## config.mk

```make
export PLATFORM = sky130hd
export DESIGN_NAME = p3d_lane
export DESIGN_NICKNAME = d
export VERILOG_FILES = /design/src/sv/p3d_pkg.sv /design/src/sv/p3d_lane.sv
export SDC_FILE = /design/constraint.sdc
export NUM_CORES = 2
export LEC_CHECK = 0
export ABC_AREA = 1
export BUFFER_PORTS_ARGS = -buffer_cell sky130_fd_sc_hd__buf_2
export CAP_MARGIN = 15
export CORE_MARGIN = 4
export CORE_UTILIZATION = 40
export DETAILED_ROUTE_END_ITERATION = 16
export GPL_TIMING_DRIVEN = 0
export HOLD_SLACK_MARGIN = 0.06
export SLEW_MARGIN = 10
export SYNTH_ARGS = -nofsm -noshare
export SYNTH_HDL_FRONTEND = slang
export SYNTH_SLANG_ARGS = --single-unit
```

## constraint.sdc

```tcl
create_clock -name clk -period 14.8 [get_ports clk]
set_input_delay 2.22 -clock clk [delete_from_list [all_inputs] [get_ports clk]]
set_output_delay 2.22 -clock clk [all_outputs]
set_load 0.02 [all_outputs]
```

## src/sv/p3d_pkg.sv

```systemverilog
// Package: widths, types and register indexes for the periodic 3D distance block.
package p3d_pkg;
  localparam int CoordW = 20;
  localparam int BoxW = 20;
  localparam int DiffW = 22;
  localparam int SqW = 42;
  localparam int OutW = 42;
  localparam int RootW = 21;
  localparam int CfgIdxW = 3;
  localparam int CfgDataW = 20;

  localparam logic [CfgIdxW-1:0] RegBoxWidth = 3'd0;
  localparam logic [CfgIdxW-1:0] RegBoxHeight = 3'd1;
  localparam logic [CfgIdxW-1:0] RegBoxDepth = 3'd2;
  localparam logic [CfgIdxW-1:0] RegPeriodic = 3'd3;
  localparam logic [CfgIdxW-1:0] RegTakeRoot = 3'd4;

  typedef struct packed {
    logic signed [CoordW-1:0] first_x;
    logic signed [CoordW-1:0] first_y;
    logic signed [CoordW-1:0] first_z;
    logic signed [CoordW-1:0] second_x;
    logic signed [CoordW-1:0] second_y;
    logic signed [CoordW-1:0] second_z;
  } pair_t;

  typedef struct packed {
    logic [CfgIdxW-1:0] index;
    logic [CfgDataW-1:0] data;
  } cfg_t;

  typedef struct packed {
    logic periodic;
    logic take_root;
  } mode_t;
endpackage

```

## src/sv/p3d_lane.sv

```systemverilog
// One axis lane: difference, three candidate squares, minimum in periodic mode.
module p3d_lane (
  input  logic clk,
  input  logic en,
  input  logic signed [p3d_pkg::CoordW-1:0] a,
  input  logic signed [p3d_pkg::CoordW-1:0] b,
  input  logic [p3d_pkg::BoxW-1:0] box,
  input  logic periodic,
  output logic [p3d_pkg::SqW-1:0] sq
);
  logic signed [p3d_pkg::DiffW-1:0] d, dlo, dhi;
  logic [p3d_pkg::DiffW-1:0] m0, m1, m2;
  logic [p3d_pkg::DiffW-1:0] m0_r, m1_r, m2_r;
  logic per_r;
  logic [p3d_pkg::SqW-1:0] s0, s1, s2, s0_r, s1_r, s2_r, best;
  logic per_r2;

  always_comb begin
    d = p3d_pkg::DiffW'(a) - p3d_pkg::DiffW'(b);
    dlo = d - $signed({2'b00, box});
    dhi = d + $signed({2'b00, box});
    m0 = d[p3d_pkg::DiffW-1] ? p3d_pkg::DiffW'(-d) : d;
    m1 = dlo[p3d_pkg::DiffW-1] ? p3d_pkg::DiffW'(-dlo) : dlo;
    m2 = dhi[p3d_pkg::DiffW-1] ? p3d_pkg::DiffW'(-dhi) : dhi;
  end

  always_ff @(posedge clk) begin
    if (en) begin
      m0_r <= m0;
      m1_r <= m1;
      m2_r <= m2;
      per_r <= periodic;
    end
  end

  always_comb begin
    s0 = p3d_pkg::SqW'({20'd0, m0_r} * {20'd0, m0_r});
    s1 = p3d_pkg::SqW'({20'd0, m1_r} * {20'd0, m1_r});
    s2 = p3d_pkg::SqW'({20'd0, m2_r} * {20'd0, m2_r});
  end

  always_ff @(posedge clk) begin
    if (en) begin
      s0_r <= s0;
      s1_r <= s1;
      s2_r <= s2;
      per_r2 <= per_r;
    end
  end

  always_comb begin
    best = s0_r;
    if (per_r2) begin
      if (s1_r < best) best = s1_r;
      if (s2_r < best) best = s2_r;
    end
    sq = best;
  end
endmodule

```

==> results by group <==
Floorplanning
  – Horizontal die dimension: around 380 um
  – Site Rows: 136
  – Area of the core: approximately 0.14 mm^2
  – I/O pin total: 105
  – Die height: 382 um
  – Effective utilization at floorplan: around 40%
  – Overall die area: 0.146 mm^2

Worst setup path
  – Req. time, crit path: 12580 ps
  – Number of cells traversed by the worst register-to-register path: 23
  – Startpoint type of the worst setup path: flop
  – Worst path slowest cell: sky130_fd_sc_hd__edfxtp_1
  – Worst path max stage delay: roughly 570 ps
  – Dominant cell type by count on the critical path: sky130_fd_sc_hd__nand2_1
  – Critical path endpoint: sq[37]
  – Endpoint class of the critical path: primary output
  – Register-to-register setup slack: 6590 ps
  – Arrival time at the worst endpoint: between 6000 and 7000 ps
  – Endpoint of the lowest-slack register-to-register path: s2_r[36]$_DFFE_PP_
  – Timing startpoint of the critical path: s0_r[15]$_DFFE_PP_
  – Startpoint-to-endpoint class of the critical path: flop to primary output
  – Peak fanout along the critical path: 10
  – Critical R2R Launch: m2_r[3]$_DFFE_PP_

STA
  – Ratio of final minimum period to clock period: 55.8%
  – Slew of the pin with the lowest slew margin: between 1000 and 1500 ps
  – Final slew viol count: 0
  – Sum of negative setup slack: 0 ps
  – Achievable clock frequency: 121 MHz
  – Setup repair after global routing missed its margin: no
  – Finish-stage setup viols: 0
  – Headroom to the max-slew limit: 26.8%
  – Final critical-path required period: 8260 ps
  – Final Hold Violating Endpoints: 0
  – Largest clock skew in the final design: 19.8 ps

CTS
  – Clock H-tree levels: 4
  – Cells resized by post-CTS repair: 0
  – Num Clock Sinks: roughly 190
  – Clock buffer count from CTS: 17
  – Max Buffers Root-to-Sink: 2
  – Clock latency on the worst-skew pair: 500 ps
  – Count of hold-fix buffers inserted at cts: 0
  – Post-CTS setup buffer count: 0
  – Library cell used as clock root buffer: sky130_fd_sc_hd__clkbuf_16
  – Worst-path clk slew: 80 ps
  – CTS tree: built

Run
  – Total of max-cap violations: 0

Global routing
  – Pin count of the biggest net entering global routing: 99
  – Layer with the highest usage: met2
  – Aggregate global-route resource usage: between 20% and 30%
  – Routing usage on met1: 32.1%
  – Global-route met3 utilization: roughly 4.4%
  – Met2 Track Usage GR: between 30 and 40%
  – Antenna violations before repair: 12
  – Number of global-route vias before repair: 45.5k
  – First-pass GRT wire length: 258000 um
  – Overflow left after global routing: 0

Logic synthesis
  – Area leader, netlist: sky130_fd_sc_hd__fa_1
  – Post-synthesis cell type count: 61
  – Count of flip-flops with a built-in enable after synthesis: about 190
  – Fraction of synthesis flops using an asynchronous set or reset pin: 0%
  – Most used flip-flop cell after synthesis: sky130_fd_sc_hd__edfxtp_1
  – Average cell area after synthesis: 8.16 um^2
  – Portion of the post-synthesis area used by sequential elements: 10.3%
  – Synthesized cell area: 0.0558 mm^2
  – Synth top area cells: sky130_fd_sc_hd__fa_1 (37%), sky130_fd_sc_hd__ha_1 (14%), sky130_fd_sc_hd__inv_1 (13%)
  – Flip-flop and latch count after synthesis: 191
  – Yosys Warn Count: 0
  – Count of mapped cells out of synthesis: between 6k and 7k
  – Fraction of synthesized cell area taken by the top area cell type: between 30% and 40%

Placed design
  – DP HPWL: 142000 um
  – Cell area reported after detailed placement: ~0.059 mm^2
  – Count of input and output buffers: 103
  – GPL Wtd Cong: between 0.9 and 1

Detailed routing
  – Pre-Repair DR Iteration Count: 6
  – Number of vias per cell: 4.90
  – Per-cell routed wire length: between 15 and 20 um
  – DRC violation count after routing: 0
  – First-iteration detailed-routing DRC count: slightly above 3k
  – Number of routed nets with antenna violations: 0
  – Vias: 43.3k
  – Routed WL: 166000 um

Hold path
  – Min-delay worst type: flop to flop

Finish
  – Fraction of final layout cells sized beyond drive strength 1: roughly 3.6%
  – Net count reported at finish: 8658
  – Filler cells: 14.0k
  – Summed area of non-filler cells in the final layout: 0.0593 mm^2
  – Synth-to-layout area growth: 6.28%

Outcome
  – Result of the run: finished clean
stage by stage:
stage          std cells  util (%)  hold WS, ps  worst slack, ps
2_1_floorplan       6839         -          400             8440
3_3_place_gp        8805      42.5          417             6640
3_5_place_dp        8806      42.5          415             6700
4_1_cts             8838      43.0          445             6680
5_1_grt             8839      43.0          454             6140
6_report            8843      43.0          444             6540
registers in the layout, indices dropped and copies added, names as in the netlist:
signal,count
s1_r,41
per_r2,1
m0_r,22
s0_r,41
m1_r,22
m2_r,22
s2_r,41
per_r,1
logic make-up (layout without fill, tap and decap cells):
kind of cell | count (synthesis) | count (layout) | share of synthesized area (%)
AOI/OAI and AO/OA | 559 | 559 | 5.75
xor gates and xnor gates | 245 | 245 | 3.93
adders and majority gates | 1633 | 1633 | 50.4
buffers and inverters | 2197 | 2333 | 14.9
DFF | 191 | 191 | 10.3
other | 1 | 8 | 0.00672
and+or+nand+nor | 2011 | 2011 | 14.7
worst min-delay path by stage:
stage,start,endpoint,cells after the start
floorplan,per_r$_DFFE_PP_,per_r2$_DFFE_PP_,0
detailed placement,per_r$_DFFE_PP_,per_r2$_DFFE_PP_,0
global route,per_r$_DFFE_PP_,per_r2$_DFFE_PP_,0
global placement,per_r$_DFFE_PP_,per_r2$_DFFE_PP_,0
CTS,per_r$_DFFE_PP_,per_r2$_DFFE_PP_,0
finish,per_r$_DFFE_PP_,per_r2$_DFFE_PP_,0
Yosys cell counts, types with 16 or more instances:
cell type,number
sky130_fd_sc_hd__edfxtp_1,191
sky130_fd_sc_hd__o21bai_1,20
sky130_fd_sc_hd__buf_2,20
sky130_fd_sc_hd__o21ai_0,153
sky130_fd_sc_hd__nand3_1,200
sky130_fd_sc_hd__nor3_1,33
sky130_fd_sc_hd__nor2_1,282
sky130_fd_sc_hd__xor2_1,169
sky130_fd_sc_hd__nand2_2,16
sky130_fd_sc_hd__a21oi_1,240
sky130_fd_sc_hd__clkbuf_1,138
sky130_fd_sc_hd__nand2_1,1387
sky130_fd_sc_hd__inv_1,1995
sky130_fd_sc_hd__fa_1,1027
sky130_fd_sc_hd__inv_2,16
sky130_fd_sc_hd__a31oi_1,31
sky130_fd_sc_hd__nand4_1,40
sky130_fd_sc_hd__ha_1,606
sky130_fd_sc_hd__xnor2_1,70
sky130_fd_sc_hd__a21o_1,26
sky130_fd_sc_hd__buf_1,18
critical path, delay by kind of cell (launching register included):
family,cells,cell delay [ps]
simple gates,15,2010
buf+inv,4,1160
compound gates,5,1160
fa+ha+maj,2,630
flops,1,570
layer usage:
layer | up-vias | routed length (um) | part of all wire, %
met5 | - | 27 | 0.016
met4 | 4 | 5310 | 3.2
met3 | 221 | 13200 | 8.0
met2 | 1336 | 74100 | 45
met1 | 21300 | 73000 | 44
li1 | 20500 | - | -
layout make-up:
| type | count | area [um^2] | area share (%) |
|---|---|---|---|
| Antenna cell | 5 | 12.5 | 0.0211 |
| Buffer | 184 | 764 | 1.29 |
| Clock buffer | 18 | 429 | 0.724 |
| Clock inverter | 14 | 174 | 0.293 |
| Inverter | 2013 | 7560 | 12.7 |
| Multi-Input combinational cell | 4451 | 41700 | 70.4 |
| Sequential cell | 191 | 5740 | 9.67 |
| Tap cell | 1863 | 2330 | 3.93 |
| Timing Repair Buffer | 104 | 553 | 0.932 |
layout by cell type, fill, tap and decap left out, drive strengths merged, types with 7 or more instances in the layout:
| cell type | netlist | layout |
|---|---|---|
| nand4 | 40 | 40 |
| a21oi | 252 | 252 |
| nor4 | 8 | 8 |
| nor3 | 38 | 38 |
| o221ai | 8 | 8 |
| o211ai | 10 | 10 |
| a21o | 26 | 26 |
| edfxtp | 191 | 191 |
| xor2 | 175 | 175 |
| o21bai | 20 | 20 |
| ha | 606 | 606 |
| inv | 2011 | 2018 |
| nand3 | 204 | 204 |
| nand2 | 1405 | 1405 |
| o21ai | 165 | 165 |
| fa | 1027 | 1027 |
| buf | 46 | 150 |
| xnor2 | 70 | 70 |
| o21a | 15 | 15 |
| nor2 | 289 | 289 |
| or2 | 11 | 11 |
| nand3b | 7 | 7 |
| a31oi | 31 | 31 |
| clkbuf | 138 | 156 |
Power is not shown: default switching activity piles up to over one toggle a cycle in this logic, so the estimate is an artifact.
