--- config.mk ---
export PLATFORM = sky130hd
export DESIGN_NAME = p3d_merge
export DESIGN_NICKNAME = d
export VERILOG_FILES = /design/src/sv/p3d_pkg.sv /design/src/sv/p3d_merge.sv
export SDC_FILE = /design/constraint.sdc
export NUM_CORES = 1
export LEC_CHECK = 0
export BUFFER_PORTS_ARGS = -buffer_cell sky130_fd_sc_hd__buf_2
export CORE_MARGIN = 3
export CORE_UTILIZATION = 56
export CTS_BUF_LIST = sky130_fd_sc_hd__clkbuf_8
export DETAILED_ROUTE_END_ITERATION = 8
export PLACE_DENSITY_LB_ADDON = 0.05
export SYNTH_ARGS = -nofsm -noshare
export SYNTH_HDL_FRONTEND = slang
export SYNTH_SLANG_ARGS = --single-unit
--- constraint.sdc ---
create_clock -name clk -period 12.1 [get_ports clk]
set_input_delay 3.025 -clock clk [delete_from_list [all_inputs] [get_ports clk]]
set_output_delay 3.025 -clock clk [all_outputs]
set_load 0.01 [all_outputs]
--- src/sv/p3d_pkg.sv ---
// Package: widths, types and register indexes for the periodic 3D distance block.
package p3d_pkg;
  localparam int CoordW = 20;
  localparam int BoxW = 20;
  localparam int DiffW = 22;
  localparam int SqW = 42;
  localparam int OutW = 42;
  localparam int RootW = 21;
  localparam int CfgIdxW = 3;
  localparam int CfgDataW = 20;

  localparam logic [CfgIdxW-1:0] RegBoxWidth = 3'd0;
  localparam logic [CfgIdxW-1:0] RegBoxHeight = 3'd1;
  localparam logic [CfgIdxW-1:0] RegBoxDepth = 3'd2;
  localparam logic [CfgIdxW-1:0] RegPeriodic = 3'd3;
  localparam logic [CfgIdxW-1:0] RegTakeRoot = 3'd4;

  typedef struct packed {
    logic signed [CoordW-1:0] first_x;
    logic signed [CoordW-1:0] first_y;
    logic signed [CoordW-1:0] first_z;
    logic signed [CoordW-1:0] second_x;
    logic signed [CoordW-1:0] second_y;
    logic signed [CoordW-1:0] second_z;
  } pair_t;

  typedef struct packed {
    logic [CfgIdxW-1:0] index;
    logic [CfgDataW-1:0] data;
  } cfg_t;

  typedef struct packed {
    logic periodic;
    logic take_root;
  } mode_t;
endpackage

--- src/sv/p3d_merge.sv ---
// Merge stage: sums the three lane squares.
module p3d_merge (
  input  logic clk,
  input  logic en,
  input  logic [p3d_pkg::SqW-1:0] sx,
  input  logic [p3d_pkg::SqW-1:0] sy,
  input  logic [p3d_pkg::SqW-1:0] sz,
  output logic [p3d_pkg::OutW-1:0] sum
);
  always_ff @(posedge clk) begin
    if (en) sum <= sx + sy + sz;
  end
endmodule

==> results_dict.tcl, run 1 <==
set metrics [dict create \
    outcome "finished, final reports clean" \
    max_freq_mhz 168 \
    drtAntennaViolNets 0 \
    wl_per_cell_um 15.6 \
    grt_antenna_before_repair 0 \
    synth.top_cells.by_area "edfxtp_1 28%, fa_1 19%, ha_1 11%" \
    hpwl_um 8570 \
    use_met1_pct 28.9 \
    grt_overflow 0 \
    synth_flop_cell "edfxtp_1" \
    slew_headroom_pct 36.5 \
    use_met3_pct 3.43 \
    clock_sink_count 42 \
    reg_top3 "sum: 42 flops" \
    min_period_ps 5950 \
    use_met2_pct 40.8 \
    cts_tree "done" \
    rsz0062_at_grt "false" \
    design.core.area_um2 7450 \
    area_delta_synth_final_pct 21.4 \
    setup_tns_ps 0 \
    dieArea_um2 9010 \
    cts_root_buf "clkbuf_8" \
    drtPass1Iterations 5 \
    finalCritPeriodShare_pct 49.2 \
    numPortBuffers 169 \
    top_register "sum" \
    h-tree-depth 2 \
    crit_arrival_ps 5990 \
    drc 0 \
    synth_cells 390 \
    cts_resized 0 \
    vias_per_cell 5.67 \
    yosysTopAreaCellShare_pct 28.5 \
    cp-start-kind "primary input" \
    ys_ff_latch 42 \
    p_leak_nw 2.44 \
    drt_iter0_drc 178 \
    cts_hold_buffers 0 \
    drt-total-wl_um 10200 \
    syn-cell-area_um2 4430 \
    multiInputGateArea_um2 3010 \
    yosysSeqAreaShare_pct 28.5 \
    io_pins 170 \
    vias 3711 \
    crit_required_ps 12140 \
    clk_pin_slew_ps 80 \
    setup_viol 0 \
    final_hold_viol_count 0 \
    clk_path_buf_depth 2 \
    maxCapViolCount 0 \
    antenna_cells 0 \
    cts_buffers 5 \
    synthDistinctLibCells 74 \
    post-route-cell-area_um2 5380 \
    die_w_um 94.9 \
    largest_reg_flops 42 \
    synth_nets 600 \
    grt_max_degree 43 \
    globalplace.congestion 0.890 \
    grt_use_total_pct 22.8 \
    die_h_um 94.9 \
    dpl_cell_area_um2 5290 \
    hold_class "in2reg" \
    busiest_layer "met2" \
    synth_edf_count 42 \
    rows 31 \
    p_per_area_nw_per_um2 138 \
    ys_warn_count 0 \
    synth_commonest_cells "42 x edfxtp_1, 42 x fa_1, 40 x ha_1" \
    endpoint_kind "flip-flop" \
    cts_setup_buffers 0 \
    tightest_slew_ps 953 \
    synth.avg_cell_area_um2 11.4 \
    fillers 596 \
    critical_path_class "in2reg" \
    layout.nets 764 \
    seqCellArea_um2 1260 \
    worst-path-max-fanout 3 \
    initial_core_util_pct 59.5 \
    power_uw 741 \
    drive_gt1_share_pct 36.4 \
    whs_path_depth 3 \
    grt_pass1_wl_um 16400 \
    synth_top_cell_by_area "edfxtp_1" \
    slew_violations 0 \
    async_flop_share_pct 0 \
    grt_pass1_vias 3701 \
    peakVddDrop_uv 60.6 \
]
==> path summary, 6_finish.rpt <==
check / from / slack (ps) / end
setup / recovery: sx[1] / 6150 / sum[41]$_DFFE_PP_
hold / removal: sz[1] / 3220 / sum[1]$_DFFE_PP_
==> report_power, final <==
part           total (mW)  switching (mW)  internal, mW  leakage (nW)
clock network      0.0936          0.0530        0.0406        0.0441
registers           0.235          0.0120         0.223         0.411
logic               0.412           0.231         0.181          1.99
==> layout make-up <==
type	count	area share, %
well taps	99	2.30
repair buffers	169	15.7
multi-input cells	323	56.0
flip-flops and latches	42	23.4
clock buffers	5	1.28
clock inverters	3	0.395
inverters	13	0.907
==> critical path: stages <==
cell and delay (ps):
buf_2 110, fa_1 480, ha_1 260, fa_1 400, a21o_1 230, a22o_1 220
nor4_4 310, nor3_2 110, o211ai_2 220, nand2_1 140, a21oi_2 240, o21ai_1 120
xnor2_1 120
==> cell usage in the layout, fill, tap and decap left out, types with 5 or more instances in the layout <==
cell type	Yosys	layout
buf_2	0	169
fa_1	42	42
edfxtp_1	42	42
ha_1	40	40
a21oi_1	34	34
xnor2_1	25	25
a21o_1	20	20
nand2_1	19	19
nor2_1	15	15
inv_1	13	13
o21ai_0	13	13
xor2_1	13	13
nand3_1	8	8
nor2b_1	7	7
o211ai_1	6	6
nor3_1	5	5
clkbuf_8	0	5
==> metal layers <==
metal	part of all wire [%]	vias up	wire length (µm)
li1	-	1782	-
met1	40	1756	4040
met2	52	165	5340
met3	6.9	8	706
met4	1.0	0	106
met5	0	-	0
==> kinds of logic after synthesis <==
logic type	synth area share, %
AOI/OAI and AO/OA	20.3
xor gates and xnor gates	7.51
and+or+nand+nor	9.88
buffers and inverters	3.59
DFF	28.5
adders and majority gates	30.3
==> per-stage QoR <==
| stage | utilization (%) | instances | hold slack (ps) | setup WS, ps |
|---|---|---|---|---|
| final | 72.2 | 654 | 3220 | 6150 |
| after floorplan | - | 390 | 3140 | 6220 |
| after detailed placement | 71.0 | 646 | 3430 | 5840 |
| after CTS | 72.2 | 654 | 3220 | 6150 |
| after global placement | 71.0 | 646 | 3440 | 5900 |
| after global routing | 72.2 | 654 | 3250 | 5980 |
(Power assumes the default switching activity.)
==> run 2, diff against run 1 <==
--- a/config.mk
+++ b/config.mk
@@ -7,7 +7,7 @@
 export LEC_CHECK = 0
 export BUFFER_PORTS_ARGS = -buffer_cell sky130_fd_sc_hd__buf_2
 export CORE_MARGIN = 3
-export CORE_UTILIZATION = 56
+export CORE_UTILIZATION = 47
 export CTS_BUF_LIST = sky130_fd_sc_hd__clkbuf_8
 export DETAILED_ROUTE_END_ITERATION = 8
 export PLACE_DENSITY_LB_ADDON = 0.05
==> constraint.sdc (replaced) <==
create_clock -name clk -period 5.4 [get_ports clk]
set_input_delay 1.35 -clock clk [delete_from_list [all_inputs] [get_ports clk]]
set_output_delay 1.35 -clock clk [all_outputs]
set_load 0.01 [all_outputs]
==> results_dict.tcl, run 2 (synthesis results as in run 1) <==
set metrics [dict create \
    p_per_area_nw_per_um2 312 \
    rows 34 \
    antenna_cells 0 \
    die_h_um 103 \
    min_period_ps 4290 \
    dieArea_um2 10600 \
    grt_use_total_pct 18.4 \
    final_hold_viol_count 0 \
    clock_sink_count 42 \
    initial_core_util_pct 49.6 \
    p_leak_nw 2.45 \
    h-tree-depth 2 \
    endpoint_kind "flip-flop" \
    grt_max_degree 43 \
    vias 3594 \
    cp-start-kind "primary input" \
    vias_per_cell 5.43 \
    wl_per_cell_um 15.1 \
    io_pins 170 \
    fin_cells 662 \
    outcome "finished, final reports clean" \
    cts_hold_buffers 0 \
    final_cell_mix "169 x buf_2, 42 x fa_1, 42 x edfxtp_1" \
    area_delta_synth_final_pct 22.0 \
    grt_overflow 0 \
    final_common_cell "buf_2" \
    grt_antenna_before_repair 0 \
    finalCritPeriodShare_pct 79.4 \
    crit_required_ps 5440 \
    drive_gt1_share_pct 36.1 \
    die_w_um 103 \
    drt_iter0_drc 160 \
    fillers 789 \
    slew_headroom_pct 34.3 \
    cts_tree "done" \
    drtPass1Iterations 4 \
    numPortBuffers 169 \
    design.core.area_um2 8930 \
    rsz0062_at_grt "false" \
    worst-path-max-fanout 3 \
    tightest_slew_ps 986 \
    reg_top3 "sum: 42 flops" \
    clk_pin_slew_ps 80 \
    peakVddDrop_uv 129 \
    clk_path_buf_depth 2 \
    critical_path_class "in2reg" \
    layout.nets 764 \
    cts_buffers 5 \
    drc 0 \
    cts_resized 0 \
    drt-total-wl_um 9970 \
    globalplace.congestion 0.857 \
    grt_pass1_wl_um 15800 \
    setup_tns_ps 0 \
    setup_viol 0 \
    hold_class "in2reg" \
    crit_arrival_ps 4330 \
    max_freq_mhz 233 \
    hpwl_um 8440 \
    largest_reg_flops 42 \
    whs_path_depth 3 \
    dp_cells 655 \
    grt_pass1_vias 3516 \
    top_register "sum" \
    cts_root_buf "clkbuf_8" \
    slew_violations 0 \
    drtAntennaViolNets 0 \
    cts_setup_buffers 0 \
    maxCapViolCount 0 \
]
==> run 2: cell types whose count changed in the layout (fill, tap and decap cells not counted) <==
| cell | delta |
|---|---|
| bufinv_16 | +1 |
| clkinv_1 | +1 |
| clkinvlp_4 | -1 |
| clkinv_2 | -1 |
| clkinv_4 | -1 |
==> run 2: worst paths after layout <==
path                   from           endpoint  slack [ps]
worst min-delay path  sz[1]   sum[1]$_DFFE_PP_        1530
worst max-delay path  sx[1]  sum[23]$_DFFE_PP_        1110
==> run 2: layout make-up <==
class | count | area (µm²) | share of cell area [%]
inverter | 13 | 48.8 | 0.903
multi-input combinational | 323 | 3010 | 55.7
timing repair buffer | 169 | 846 | 15.7
clock inverter | 2 | 33.8 | 0.625
tap | 108 | 135 | 2.50
clock buffer | 5 | 68.8 | 1.27
sequential | 42 | 1260 | 23.3
==> run 2: stage by stage <==
step           worst slack [ps]  cell area, µm²  hold WS (ps)  util, %  power [mW]
2_1_floorplan              1190            4430          1460        -        1.18
3_3_place_gp                851            5300          1760     59.3        1.44
3_5_place_dp                822            5300          1760     59.3        1.45
4_1_cts                    1120            5400          1520     60.5        1.70
5_1_grt                     945            5400          1530     60.5        1.82
6_report                   1110            5400          1530     60.5        1.69
==> run 2: routing by layer <==
layer | global-route usage [%] | wire, µm
met1 | 25.2 | 4410
met2 | 30.9 | 4850
met3 | 2.37 | 598
met4 | 4.98 | 102
met5 | 0 | 0
==> run 2: report_power, final <==
group          internal, mW  leakage, nW  total (mW)  switching, mW
clock network         0.134       0.0517       0.245          0.111
registers             0.501        0.411       0.526         0.0259
logic                 0.406         1.99       0.916          0.510
==> run 2: worst max-delay path, stage by stage <==
cell and delay, ps:
buf_2 110, fa_1 480, ha_1 260, fa_1 410, a21o_1 240, a22o_1 230
nor4_4 320, o32ai_1 170, o21a_1 210, nor2_2 130, o21ai_2 90, a311o_1 330
==> run 3, diff against run 2 <==
==> constraint.sdc (replaced) <==
create_clock -name clk -period 3.5 [get_ports clk]
set_input_delay 0.875 -clock clk [delete_from_list [all_inputs] [get_ports clk]]
set_output_delay 0.875 -clock clk [all_outputs]
set_load 0.01 [all_outputs]
==> results_dict.tcl, run 3 (synthesis results as in run 1) <==
set metrics [dict create \
    outcome "finished, violations left" \
    violations "negative setup slack" \
    grt_overflow 0 \
    min_period_ps 3540 \
    slowest_delay_ps 490 \
    cts_root_buf "clkbuf_8" \
    design.core.area_um2 8930 \
    cts_buffers 5 \
    cp-start-kind "primary input" \
    worst-path-max-fanout 3 \
    vias 3982 \
    peakVddDrop_uv 194 \
    vias_per_cell 5.32 \
    hold_class "in2reg" \
    power_mw 2.99 \
    grt_antenna_before_repair 0 \
    cts_tree "done" \
    grt_use_total_pct 20.8 \
    final_cell_mix "168 x buf_2, 85 x buf_4, 42 x edfxtp_1" \
    final_hold_viol_count 0 \
    io_pins 170 \
    clk_pin_slew_ps 80 \
    path_delay_family "compound AO/OA/AOI/OAI gates" \
    drt_iter0_drc 121 \
    p_leak_nw 2.90 \
    largest_reg_flops 42 \
    final_common_cell "buf_2" \
    path_buf_inv 2 \
    h-tree-depth 2 \
    finalCritPeriodShare_pct 101 \
    die_h_um 103 \
    crit_required_ps 3550 \
    wl_per_cell_um 14.6 \
    initial_core_util_pct 49.6 \
    drtPass1Iterations 5 \
    setup_ws_ps -41.2 \
    grt_pass1_vias 3963 \
    slew_violations 0 \
    p_per_area_nw_per_um2 481 \
    globalplace.congestion 0.851 \
    endpoint_kind "flip-flop" \
    top_register "sum" \
    worstPathCellList "buf_6 > fa_1 > ha_2 > fa_2 > a21o_1 > a22o_1 > nor4_4 > buf_4 > o32ai_2 > o21a_1 > nor2_2 > o21ai_2 > a311o_1" \
    dieArea_um2 10600 \
    tightest_slew_ps 988 \
    rows 34 \
    reg_top3 "sum: 42 flops" \
    whs_path_depth 4 \
    drtAntennaViolNets 0 \
    clock_sink_count 42 \
    maxCapViolCount 0 \
    hold_slack_ps 1080 \
    crit_arrival_ps 3590 \
    numPortBuffers 169 \
    grt_max_degree 43 \
    drc 0 \
    path_depth 13 \
    hpwl_um 9090 \
    antenna_cells 0 \
    slew_headroom_pct 34.1 \
    rsz0062_at_grt "true" \
    dp_slack_ps -407 \
    max_freq_mhz 282 \
    area_delta_synth_final_pct 40.4 \
    clk_path_buf_depth 2 \
    critical_path_class "in2reg" \
    setup_viol 4 \
    layout.nets 851 \
    die_w_um 103 \
    grt_pass1_wl_um 17700 \
    critical-path-slowest-cell "fa_1" \
    drt-total-wl_um 10900 \
    drive_gt1_share_pct 48.4 \
]
## run 3: repair_timing
item | 4_1_cts | 5_1_grt
setup buffers | 3 | 11
endpoints found under the setup margin | 10 | 14
cloned | 0 | 0
gates resized for setup | 5 | 22
hold buffers | 0 | 0
pin swaps | 2 | 14
## run 3: path summary, 6_finish.rpt
check	start	endpoint	slack, ps
worst max-delay path	sx[1]	sum[23]$_DFFE_PP_	-40
worst min-delay path	sz[0]	sum[0]$_DFFE_PP_	1080
## run 3: power by group
part	switching (mW)	internal, mW	leakage [nW]
clock network	0.172	0.207	0.0517
logic	0.895	0.903	2.43
registers	0.0420	0.773	0.411
total	1.11	1.88	2.90
## run 3: layout make-up
type	instances	area, µm²
clock buffer	5	68.8
clock inverter	2	33.8
fill	713	2710
inverter	13	48.8
multi-input combinational	323	3160
sequential	42	1260
tap	108	135
timing repair buffer	256	1510
## run 3: stage by stage
step / instance area, µm² / utilization (%) / TNS, ps / instances
2_1_floorplan: 4450 / - / -93.1 / 390
3_3_place_gp: 5870 / 65.8 / -5210 / 729
3_5_place_dp: 5870 / 65.8 / -5890 / 729
4_1_cts: 6030 / 67.5 / -204 / 739
5_1_grt: 6220 / 69.6 / -917 / 749
6_report: 6220 / 69.6 / -91.6 / 749
## run 3: routing by layer
| metal | part of all wire [%] | vias to the layer above | wire length [µm] | track usage [%] |
|---|---|---|---|---|
| li1 | - | 1955 | - | - |
| met1 | 42 | 1870 | 4640 | 26.9 |
| met2 | 50 | 138 | 5520 | 36.6 |
| met3 | 5.0 | 19 | 551 | 2.30 |
| met4 | 2.0 | 0 | 223 | 6.47 |
| met5 | 0 | - | 0 | 0 |
